`src/mbfr_pkg.sv`:
```
// Shared types and constants for the MSB-first bit field reader.
`timescale 1ns / 1ps

package mbfr_pkg;

    localparam int FIELD_W = 32;
    localparam int BYTE_W  = 8;
    localparam int CMD_W   = 2;
    localparam int WIDTH_W = 6;
    localparam int HELD_W  = 6;

    typedef enum logic [CMD_W-1:0] {
        CMD_FEED   = 2'd0,
        CMD_READ_U = 2'd1,
        CMD_READ_S = 2'd2,
        CMD_ALIGN  = 2'd3
    } t_cmd;

    typedef enum logic [1:0] {
        ST_OK    = 2'd0,
        ST_SHORT = 2'd1,
        ST_FULL  = 2'd2
    } t_status;

    typedef struct packed {
        logic                is_feed;
        logic                is_read;
        logic                is_align;
        logic [BYTE_W-1:0]   byte_in;
        logic [WIDTH_W-1:0]  width;
        logic [FIELD_W-1:0]  ext_mask;
    } t_op;

    typedef struct packed {
        logic [FIELD_W-1:0]  field_value;
        t_status             status;
        logic [HELD_W-1:0]   bits_held;
    } t_res;

endpackage

```
`src/mbfr_fifo.sv`:
```
// Two-entry queue of words with independent push and pop.
`timescale 1ns / 1ps

module mbfr_fifo #(
    parameter int WIDTH = 8
) (
    input  logic             i_clk,
    input  logic             i_rst_n,
    input  logic             i_push,
    input  logic [WIDTH-1:0] i_data,
    output logic             o_full,
    input  logic             i_pop,
    output logic [WIDTH-1:0] o_data,
    output logic             o_empty
);

    logic [WIDTH-1:0] r_mem [2];
    logic             r_wp;
    logic             r_rp;
    logic [1:0]       r_cnt;
    logic             do_push;
    logic             do_pop;

    assign o_full  = (r_cnt == 2'd2);
    assign o_empty = (r_cnt == 2'd0);
    assign o_data  = r_mem[r_rp];
    assign do_push = i_push && !o_full;
    assign do_pop  = i_pop && !o_empty;

    always_ff @(posedge i_clk) begin
        if (!i_rst_n) begin
            r_wp  <= 1'b0;
            r_rp  <= 1'b0;
            r_cnt <= 2'd0;
        end else begin
            if (do_push) begin
                r_wp <= ~r_wp;
            end
            if (do_pop) begin
                r_rp <= ~r_rp;
            end
            r_cnt <= r_cnt + 2'(do_push) - 2'(do_pop);
        end
    end

    always_ff @(posedge i_clk) begin
        if (do_push) begin
            r_mem[r_wp] <= i_data;
        end
    end

endmodule

```
`src/mbfr_front.sv`:
```
// Front decode: command classification, width saturation and sign mask.
`timescale 1ns / 1ps

module mbfr_front #(
    parameter int MAX_FIELD_BITS = 32
) (
    input  logic [mbfr_pkg::CMD_W-1:0]   i_cmd,
    input  logic [mbfr_pkg::BYTE_W-1:0]  i_byte_in,
    input  logic [mbfr_pkg::WIDTH_W-1:0] i_field_width,
    output mbfr_pkg::t_op                o_op
);

    logic [mbfr_pkg::WIDTH_W-1:0] w_sat;
    logic                         is_signed;

    always_comb begin
        if (32'(i_field_width) > 32'(MAX_FIELD_BITS)) begin
            w_sat = mbfr_pkg::WIDTH_W'(MAX_FIELD_BITS);
        end else begin
            w_sat = i_field_width;
        end
    end

    always_comb begin
        o_op.is_feed  = 1'b0;
        o_op.is_read  = 1'b0;
        o_op.is_align = 1'b0;
        is_signed     = 1'b0;
        unique case (mbfr_pkg::t_cmd'(i_cmd))
            mbfr_pkg::CMD_FEED: begin
                o_op.is_feed = 1'b1;
            end
            mbfr_pkg::CMD_READ_U: begin
                o_op.is_read = 1'b1;
            end
            mbfr_pkg::CMD_READ_S: begin
                o_op.is_read = 1'b1;
                is_signed    = 1'b1;
            end
            mbfr_pkg::CMD_ALIGN: begin
                o_op.is_align = 1'b1;
            end
            default: begin
                o_op.is_align = 1'b0;
            end
        endcase
        o_op.byte_in = i_byte_in;
        o_op.width   = w_sat;
        if (is_signed && (w_sat != '0)
                && (32'(w_sat) < 32'(mbfr_pkg::FIELD_W))) begin
            o_op.ext_mask = {mbfr_pkg::FIELD_W{1'b1}} << w_sat;
        end else begin
            o_op.ext_mask = '0;
        end
    end

endmodule

```
`src/mbfr_back.sv`:
```
// Back execution: bit buffer state, field extraction and result build.
`timescale 1ns / 1ps

module mbfr_back #(
    parameter int BUFFER_BITS = 40
) (
    input  logic          i_clk,
    input  logic          i_rst_n,
    input  logic          i_op_valid,
    input  mbfr_pkg::t_op i_op,
    output logic          o_op_take,
    input  logic          i_res_ready,
    output mbfr_pkg::t_res o_res
);

    localparam int CW   = $clog2(BUFFER_BITS + 1);
    localparam int IW   = $clog2(BUFFER_BITS);
    localparam int CMPW = (CW > mbfr_pkg::WIDTH_W) ? CW : mbfr_pkg::WIDTH_W;

    logic [BUFFER_BITS-1:0]     r_buf;
    logic [BUFFER_BITS-1:0]     n_buf;
    logic [CW-1:0]              r_held;
    logic [CW-1:0]              n_held;
    logic                       fire;
    logic                       feed_full;
    logic                       read_short;
    logic [CMPW-1:0]            rest_wide;
    logic [CW-1:0]              rest;
    logic [BUFFER_BITS-1:0]     wmask;
    logic [BUFFER_BITS-1:0]     value_full;
    logic [mbfr_pkg::FIELD_W-1:0] value32;
    logic                       sign_bit;
    logic [IW-1:0]              top_idx;

    assign fire      = i_op_valid && i_res_ready;
    assign o_op_take = fire;

    assign feed_full  = ((CW + 1)'(r_held) + (CW + 1)'(mbfr_pkg::BYTE_W))
                        > (CW + 1)'(BUFFER_BITS);
    assign read_short = CMPW'(i_op.width) > CMPW'(r_held);
    assign rest_wide  = CMPW'(r_held) - CMPW'(i_op.width);
    assign rest       = CW'(rest_wide);
    assign wmask      = ~({BUFFER_BITS{1'b1}} << i_op.width);
    assign value_full = (r_buf >> rest) & wmask;
    assign top_idx    = IW'(r_held - CW'(1));
    assign sign_bit   = (r_held != '0) ? r_buf[top_idx] : 1'b0;

    always_comb begin
        value32 = mbfr_pkg::FIELD_W'(value_full);
        if (sign_bit) begin
            value32 = value32 | i_op.ext_mask;
        end
    end

    always_comb begin
        n_buf             = r_buf;
        n_held            = r_held;
        o_res.field_value = '0;
        o_res.status      = mbfr_pkg::ST_OK;
        if (i_op.is_feed) begin
            if (feed_full) begin
                o_res.status = mbfr_pkg::ST_FULL;
            end else begin
                n_buf  = {r_buf[BUFFER_BITS-mbfr_pkg::BYTE_W-1:0], i_op.byte_in};
                n_held = r_held + CW'(mbfr_pkg::BYTE_W);
            end
        end else if (i_op.is_align) begin
            n_held = {r_held[CW-1:3], 3'b000};
        end else if (i_op.is_read) begin
            if (read_short) begin
                o_res.status = mbfr_pkg::ST_SHORT;
            end else begin
                n_held            = rest;
                o_res.field_value = value32;
            end
        end
        o_res.bits_held = mbfr_pkg::HELD_W'(n_held);
    end

    always_ff @(posedge i_clk) begin
        if (!i_rst_n) begin
            r_buf  <= '0;
            r_held <= '0;
        end else if (fire) begin
            r_buf  <= n_buf;
            r_held <= n_held;
        end
    end

`ifndef NO_ASSERTIONS
    a_held_bound: assert property (@(posedge i_clk) disable iff (!i_rst_n)
        32'(r_held) <= BUFFER_BITS)
        else $error("bit count above buffer size");

    a_idle_hold: assert property (@(posedge i_clk) disable iff (!i_rst_n)
        !fire |=> $stable(r_held) && $stable(r_buf))
        else $error("buffer state moved without an operation");

    a_feed_grow: assert property (@(posedge i_clk) disable iff (!i_rst_n)
        fire && i_op.is_feed && !feed_full |=> r_held == $past(r_held) + CW'(8))
        else $error("feed did not add one byte");

    a_align_byte: assert property (@(posedge i_clk) disable iff (!i_rst_n)
        fire && i_op.is_align |=> r_held[2:0] == 3'b000)
        else $error("align left a partial byte");
`endif

endmodule

```
`src/msb_first_bit_field_reader.sv`:
```
// Top level of the MSB-first variable-width bit field reader.
`timescale 1ns / 1ps

// Each word is a feed of one byte, an unsigned or signed read of 0 to 32 bits
// taken most-significant first, or an align that drops the rest of a partly
// used byte; every word yields exactly one result word with value, status and
// the count of bits still held. The block takes one word per cycle while full
// is low: a decode stage writes into a two-word queue, the execute unit does one
// barrel shift of the bit buffer per cycle unless stalled, and results wait in a
// second two-word queue: a word is registered in the first, its result in the
// second. full and empty stall each side on its own.
module msb_first_bit_field_reader #(
    parameter int MAX_FIELD_BITS = 32,
    parameter int BUFFER_BITS    = 40
) (
    input  logic                          i_clk,
    input  logic                          i_rst_n,
    input  logic                          push,
    output logic                          full,
    input  logic [mbfr_pkg::CMD_W-1:0]    i_cmd,
    input  logic [mbfr_pkg::BYTE_W-1:0]   i_byte_in,
    input  logic [mbfr_pkg::WIDTH_W-1:0]  i_field_width,
    input  logic                          pop,
    output logic                          empty,
    output logic [mbfr_pkg::FIELD_W-1:0]  o_field_value,
    output logic [1:0]                    o_status,
    output logic [mbfr_pkg::HELD_W-1:0]   o_bits_held
);

    mbfr_pkg::t_op  dec_op;
    mbfr_pkg::t_op  q_op;
    mbfr_pkg::t_res exe_res;
    mbfr_pkg::t_res q_res;
    logic           op_empty;
    logic           op_take;
    logic           res_full;

    mbfr_front #(
        .MAX_FIELD_BITS (MAX_FIELD_BITS)
    ) u_front (
        .i_cmd          (i_cmd),
        .i_byte_in      (i_byte_in),
        .i_field_width  (i_field_width),
        .o_op           (dec_op)
    );

    mbfr_fifo #(
        .WIDTH   ($bits(mbfr_pkg::t_op))
    ) u_op_q (
        .i_clk   (i_clk),
        .i_rst_n (i_rst_n),
        .i_push  (push),
        .i_data  (dec_op),
        .o_full  (full),
        .i_pop   (op_take),
        .o_data  (q_op),
        .o_empty (op_empty)
    );

    mbfr_back #(
        .BUFFER_BITS (BUFFER_BITS)
    ) u_back (
        .i_clk       (i_clk),
        .i_rst_n     (i_rst_n),
        .i_op_valid  (!op_empty),
        .i_op        (q_op),
        .o_op_take   (op_take),
        .i_res_ready (!res_full),
        .o_res       (exe_res)
    );

    mbfr_fifo #(
        .WIDTH   ($bits(mbfr_pkg::t_res))
    ) u_res_q (
        .i_clk   (i_clk),
        .i_rst_n (i_rst_n),
        .i_push  (op_take),
        .i_data  (exe_res),
        .o_full  (res_full),
        .i_pop   (pop),
        .o_data  (q_res),
        .o_empty (empty)
    );

    assign o_field_value = q_res.field_value;
    assign o_status      = q_res.status;
    assign o_bits_held   = q_res.bits_held;

endmodule
```
`config.mk`:
```
export PLATFORM = sky130hd
export DESIGN_NAME = msb_first_bit_field_reader
export DESIGN_NICKNAME = d
export VERILOG_FILES = /design/src/mbfr_pkg.sv /design/src/mbfr_fifo.sv /design/src/mbfr_front.sv /design/src/mbfr_back.sv /design/src/msb_first_bit_field_reader.sv
export SDC_FILE = /design/constraint.sdc
export NUM_CORES = 1
export LEC_CHECK = 0
export BUFFER_PORTS_ARGS = -buffer_cell sky130_fd_sc_hd__buf_2
export CORE_MARGIN = 3
export CORE_UTILIZATION = 56
export DETAILED_ROUTE_END_ITERATION = 10
export PLACE_DENSITY = 0.77
export SLEW_MARGIN = 20
export SYNTH_ARGS = -nofsm -noshare
export SYNTH_HDL_FRONTEND = slang
export SYNTH_HIERARCHICAL = 1
export SYNTH_SLANG_ARGS = --single-unit
```
`constraint.sdc`:
```
create_clock -name i_clk -period 3.26 [get_ports i_clk]
set_input_delay 0.652 -clock i_clk [delete_from_list [all_inputs] [get_ports i_clk]]
set_output_delay 0.652 -clock i_clk [all_outputs]
set_load 0.01 [all_outputs]
```
==> results.ini, run 1 <==
[timing]
slew_headroom=0.401
finalCritPeriodShare=1.01
slew_violations=0
clock_skew_ps=14.4
worstMarginPinSlew_ps=899
min_period_ps=3280
finalSetupViolations=2
fin_ws_ps=-21.5
fmax_mhz=305
hold_violations=0
tns_ps=-42.9
rsz0062_at_grt=true

[synthesis]
synth_edf_count=178
seq_area_frac_synth=0.499
yosysWarnings=6
ys_ff_latch=234
syn_area_per_cell_um2=11.1
ys.flop_type=edfxtp_1
synth_cell_types=81
syn_nets=1201
synth_cells=1162
syn-cell-area_um2=13000
ys_async_sr_fraction=0

[final_layout]
synthToLayoutAreaGrowth_pct=19.8
layout.nets=1354
final_layout_size_suffix_gt1_frac=0.337
fin_cells=1618
seqCellArea_um2=6470
final_common_cell=nand2_1
mostFrequentLayoutCells=186 x nand2_1, 178 x edfxtp_1, 139 x buf_4
multi_input_area_um2=6180
nFillCells=1728
n_antenna_cell=0

[global_routing]
grt.total_usage=0.276
gr-total-overflow=0
grt_pass1_wl_um=52800
grt_pass1_vias=9146
grt_max_degree=58
grt_antenna_before_repair=0

[placed_design]
pre_cts_slack_ps=-150
dpl.hpwl_um=25600
place_congestion=1.01
io_buffers=61
dp_cells=1560

[floorplan]
fp.dieH_um=158
core_um2=22700
die_width_um=158
ioPinCount=62
initial_utilization=0.570
fp.dieArea_um2=25000
rows=55

[worst_setup_path]
crit_arrival_ps=3540
cpMostUsedCell=a211oi_2
path_cells=mux2_4 > ha_4 > fa_2 > buf_12 > mux4_2 > a211oi_2 > buf_4 > a211oi_2 > a211o_1
reg2reg_depth=9
crit_slowest_cell=fa_2
worstPathRequired_ps=3520
critPathTopFamily=multiplexers
rrSetupSlack_ps=-20
path_class=reg -> reg
startpoint_type=register
crit_fanout=21
cp.depth=9
critical_path.endpoint=u_res_q/r_mem[1][11]
cp-end-kind=register
slowest_delay_ps=620
path_buf_inv=2
r2r-end=u_res_q/r_mem[1][11]

[routing]
vias_per_cell=5.98
wl_per_cell_um=21.5
wl_um=34800
via_count=9670
ant_nets=0
drt_iter0_markers=953
drt_pass1_iterations=7
drc_errors=0

[outcome]
violations=setup timing
status=complete, but fails checks

[power_and_ir_drop]
ir_drop_uv=1050
power_mw=17.0
leakage_nw=6.03
p_per_area_nw_per_um2=1100

[clock_network]
clock_latency_ps=530
cts_buffers=24
cts_sinks=234
htreeDepth=1
holdBufCountCts=0
root_buffer=clkbuf_16
clockBufferDepth=3
tritoncts=yes
path_clk_slew_ps=60

[worst_hold_path]
hp-class=in -> reg
min-delay-start=i_byte_in[6]

[job]
drv_cap=0

synthesized netlist by cell type, types with 11 or more instances:
cell type / count / area, µm²
mux2i_1: 64 / 641
nor2_1: 81 / 304
mux2_2: 98 / 1100
ha_1: 18 / 225
nor3_1: 18 / 90.1
a21boi_0: 45 / 338
edfxtp_1: 178 / 5350
nand2_1: 188 / 706
nand3_1: 11 / 55.1
buf_6: 11 / 124
buf_4: 16 / 120
clkbuf_1: 43 / 161
inv_1: 33 / 124
a21oi_1: 38 / 190
buf_2: 14 / 70.1
dfxtp_1: 56 / 1120
a32o_1: 11 / 110
o21ai_0: 43 / 215
mux4_2: 17 / 383
how the worst min path moves through the flow:
stage / to / cells after the start
global placement: u_back/r_buf[33] / 2
detailed placement: u_back/r_buf[33] / 2
finish: u_op_q/r_mem[0][44] / 1
floorplan: u_op_q/r_wp / 2
global route: u_op_q/r_mem[0][41] / 1
CTS: u_op_q/r_mem[0][44] / 1
cells by family (layout without fill, tap and decap cells):
kind of cell	after synthesis	count (layout)	share of synthesized area
compound gates	221	221	0.122
xor+xnor	15	15	0.0107
fa+ha+maj	19	19	0.0189
buf+inv	118	289	0.0474
flops	234	234	0.499
mux	189	189	0.176
other cells	1	1	0.000289
simple gates	365	365	0.126
timing repair:
| action | 4_1_cts | 5_1_grt |
|---|---|---|
| pin swaps | 5 | 15 |
| gates cloned | 1 | 0 |
| setup buffers | 5 | 9 |
| gates resized for setup | 20 | 47 |
| endpoints found under the setup margin | 48 | 62 |
routing by layer:
layer	vias up	share of wire	global-route usage
li1	4567	-	-
met1	4631	0.43	0.390
met2	401	0.45	0.430
met3	71	0.086	0.0631
met4	0	0.034	0.0815
met5	-	0	0
registers in the layout (all words and copies together), names as in the netlist, named ones only:
register	count
u_op_q/r_mem	98
u_res_q/r_mem	80
u_back/r_buf	40
u_back/r_held	6
u_op_q/r_cnt	2
u_res_q/r_cnt	2
u_op_q/r_rp	1
u_op_q/r_wp	1
u_res_q/r_rp	1
u_res_q/r_wp	1
report_power, final:
part / internal [mW] / switching [mW] / total (mW)
sequential: 3.99 / 0.252 / 4.24
clock: 1.63 / 1.09 / 2.72
combinational: 4.37 / 5.71 / 10.1
total: 9.99 / 7.06 / 17.0
worst register-to-register path, cell delays in order (launching register included):
cell      delay, ps
dfxtp_4         380
mux2_4          340
ha_4            180
fa_2            620
buf_12          180
mux4_2          560
a211oi_2        270
buf_4           150
a211oi_2         40
a211o_1         300
per-stage QoR:
step	util	cell area [µm²]	hold WS [ps]
2_1_floorplan	-	13000	455
3_3_place_gp	0.631	14300	483
3_5_place_dp	0.631	14300	490
4_1_cts	0.673	15300	293
5_1_grt	0.683	15500	285
6_report	0.683	15500	311
layout make-up:
| class | count | share of cell area |
|---|---|---|
| clock buffers | 31 | 0.0413 |
| clock inverters | 13 | 0.0100 |
| inverters | 33 | 0.00798 |
| multi-input cells | 810 | 0.398 |
| flip-flops and latches | 234 | 0.417 |
| well taps | 285 | 0.0230 |
| repair buffers | 212 | 0.102 |
No activity file was read; power rests on OpenSTA's default activity.
==> run 2, diff against run 1 <==
--- a/config.mk
+++ b/config.mk
@@ -7,9 +7,8 @@
 export LEC_CHECK = 0
 export BUFFER_PORTS_ARGS = -buffer_cell sky130_fd_sc_hd__buf_2
 export CORE_MARGIN = 3
-export CORE_UTILIZATION = 56
+export CORE_UTILIZATION = 35
 export DETAILED_ROUTE_END_ITERATION = 10
-export PLACE_DENSITY = 0.77
 export SLEW_MARGIN = 20
 export SYNTH_ARGS = -nofsm -noshare
 export SYNTH_HDL_FRONTEND = slang
==> run 2 against run 1 <==
Sequential cell count is the same. Largest power group unchanged. The flow now finishes without violations. Total power grew 8.2%. Clock skew rose by 1.6 ps. Clock power rose by 18%. Sequential power about the same. Hold slack worse by 19 ps.
==> results.ini, run 2 (synthesis results as in run 1) <==
[worst_setup_path]
cp-end-kind=register
path_cells=mux2_4 > ha_4 > fa_2 > buf_8 > mux4_2 > a211oi_4 > buf_4 > a211oi_1 > a211o_1
worstPathRequired_ps=3540  ; +20 ps
crit_arrival_ps=3510  ; -30 ps
crit_slowest_cell=fa_2
crit_fanout=14  ; -33%
startpoint_type=register
critPathTopFamily=multiplexers
path_class=reg -> reg
slowest_delay_ps=570  ; -50 ps
path_buf_inv=2  ; unchanged

[timing]
rsz0062_at_grt=true
finalHoldWorstSlack_ps=292  ; -19.3 ps
worstMarginPinSlew_ps=740  ; -159 ps
finalCritPeriodShare=0.990  ; -0.0164
min_period_ps=3230  ; -53.3 ps
slew_violations=0  ; unchanged
fmax_mhz=310  ; +1.7%
slew_headroom=0.507  ; +0.106
tns_ps=0  ; +42.9 ps
hold_violations=0  ; unchanged
finalSetupViolations=0  ; -2
clock_skew_ps=16.0  ; +1.61 ps

[placed_design]
dp_cells=1749  ; +12%
place_congestion=0.940  ; -7.2%
dpl.hpwl_um=28000  ; +9.1%
io_buffers=61  ; unchanged

[global_routing]
grt_pass1_vias=9689  ; +5.9%
grt_antenna_before_repair=0  ; unchanged
grt_max_degree=50  ; -14%
gr-total-overflow=0  ; unchanged
grt.total_usage=0.191  ; -0.0854
grt_pass1_wl_um=58000  ; +9.7%
grt.met1_usage=0.265  ; -0.125
met2_usage=0.304  ; -0.126
met3_usage=0.0444  ; -0.0188
gr-max-usage-layer=met2

[floorplan]
fp.dieArea_um2=39400  ; +57%
rows=69  ; +25%
die_width_um=198  ; +25%
core_um2=36000  ; +59%
ioPinCount=62  ; unchanged
initial_utilization=0.360  ; -0.211
fp.dieH_um=198  ; +25%

[final_layout]
final_common_cell=nand2_1
reg.largest.list=u_op_q/r_mem x98, u_res_q/r_mem x80, u_back/r_buf x40
synthToLayoutAreaGrowth_pct=25.8
largest_reg_flops=98  ; unchanged
regMostFlops=u_op_q/r_mem
final_layout_size_suffix_gt1_frac=0.372  ; +0.0355
fin_cells=1812  ; +12%
n_antenna_cell=0  ; unchanged
mostFrequentLayoutCells=183 x nand2_1, 178 x edfxtp_1, 143 x buf_4
layout.nets=1370  ; +1.2%
nFillCells=3301  ; +91%

[clock_network]
tritoncts=yes
root_buffer=clkbuf_16
cts_sinks=234  ; unchanged
htreeDepth=1  ; unchanged
clockBufferDepth=3  ; unchanged
cts_buffers=26  ; +8.3%
holdBufCountCts=0  ; unchanged
path_clk_slew_ps=60  ; about the same
clock_latency_ps=550  ; +20 ps

[routing]
drt_pass1_iterations=5  ; -2
wl_um=37900  ; +9.1%
vias_per_cell=5.30  ; -11%
drt_iter0_markers=790  ; -17%
drc_errors=0  ; unchanged
via_count=9605  ; -0.67%
ant_nets=0  ; unchanged
wl_per_cell_um=20.9  ; -2.6%

[worst_hold_path]
hp-class=in -> reg

[outcome]
status=completed

[job]
drv_cap=0  ; unchanged

[power_and_ir_drop]
ir_drop_uv=507  ; -52%
p_per_area_nw_per_um2=1130  ; +3.0%
leakage_nw=6.19  ; +2.7%

-- run 2: final cells by class --
type                       count  area [µm²]  area share
clock inverter                19         259      0.0159
multi-input combinational    810        6460       0.397
tap                          461         577      0.0354
sequential                   234        6470       0.397
inverter                      33         134     0.00821
timing repair buffer         226        1700       0.104
clock buffer                  29         693      0.0425
-- run 2: worst paths after layout --
path	startpoint	cells after the start	endpoint	slack [ps]
max	register	9	u_res_q/r_mem[0][11]	30
min reg2reg	u_back/r_buf[36]	2	u_back/r_buf[36]	500
min	i_byte_in[7]	1	u_op_q/r_mem[1][45]	290
max reg2reg	register	9	u_res_q/r_mem[0][11]	30
-- run 2: per-layer routing --
layer / vias up / share of wire / wire length [µm]
li1: 4604 / - / -
met1: 4677 / 0.46 / 17300
met2: 273 / 0.45 / 17200
met3: 51 / 0.069 / 2610
met4: 0 / 0.020 / 766
met5: - / 0 / 0
-- run 2: through the flow --
step / util / cell area, µm² / setup WS, ps / power, mW
after floorplan: - / 13000 / 1.52 / 9.64
after global placement: 0.406 / 14600 / -635 / 13.6
after detailed placement: 0.406 / 14600 / -575 / 13.6
after CTS: 0.442 / 15900 / -3.36 / 17.5
after global routing: 0.453 / 16300 / -50.4 / 19.4
final: 0.453 / 16300 / 31.9 / 18.4
-- run 2: repair_timing --
action | in CTS | in global routing
buffers inserted | 9 | 6
endpoints found under the setup margin | 60 | 64
cloned | 1 | 0
pin swaps | 10 | 17
resized for setup | 54 | 86
-- run 2: power by group --
part           leakage, nW  total (mW)  switching [mW]  internal (mW)
registers             2.15        4.26           0.267           3.99
clock network        0.467        3.22            1.22           2.00
logic                 3.57        11.0            6.10           4.85
total                 6.19        18.4            7.59           10.8
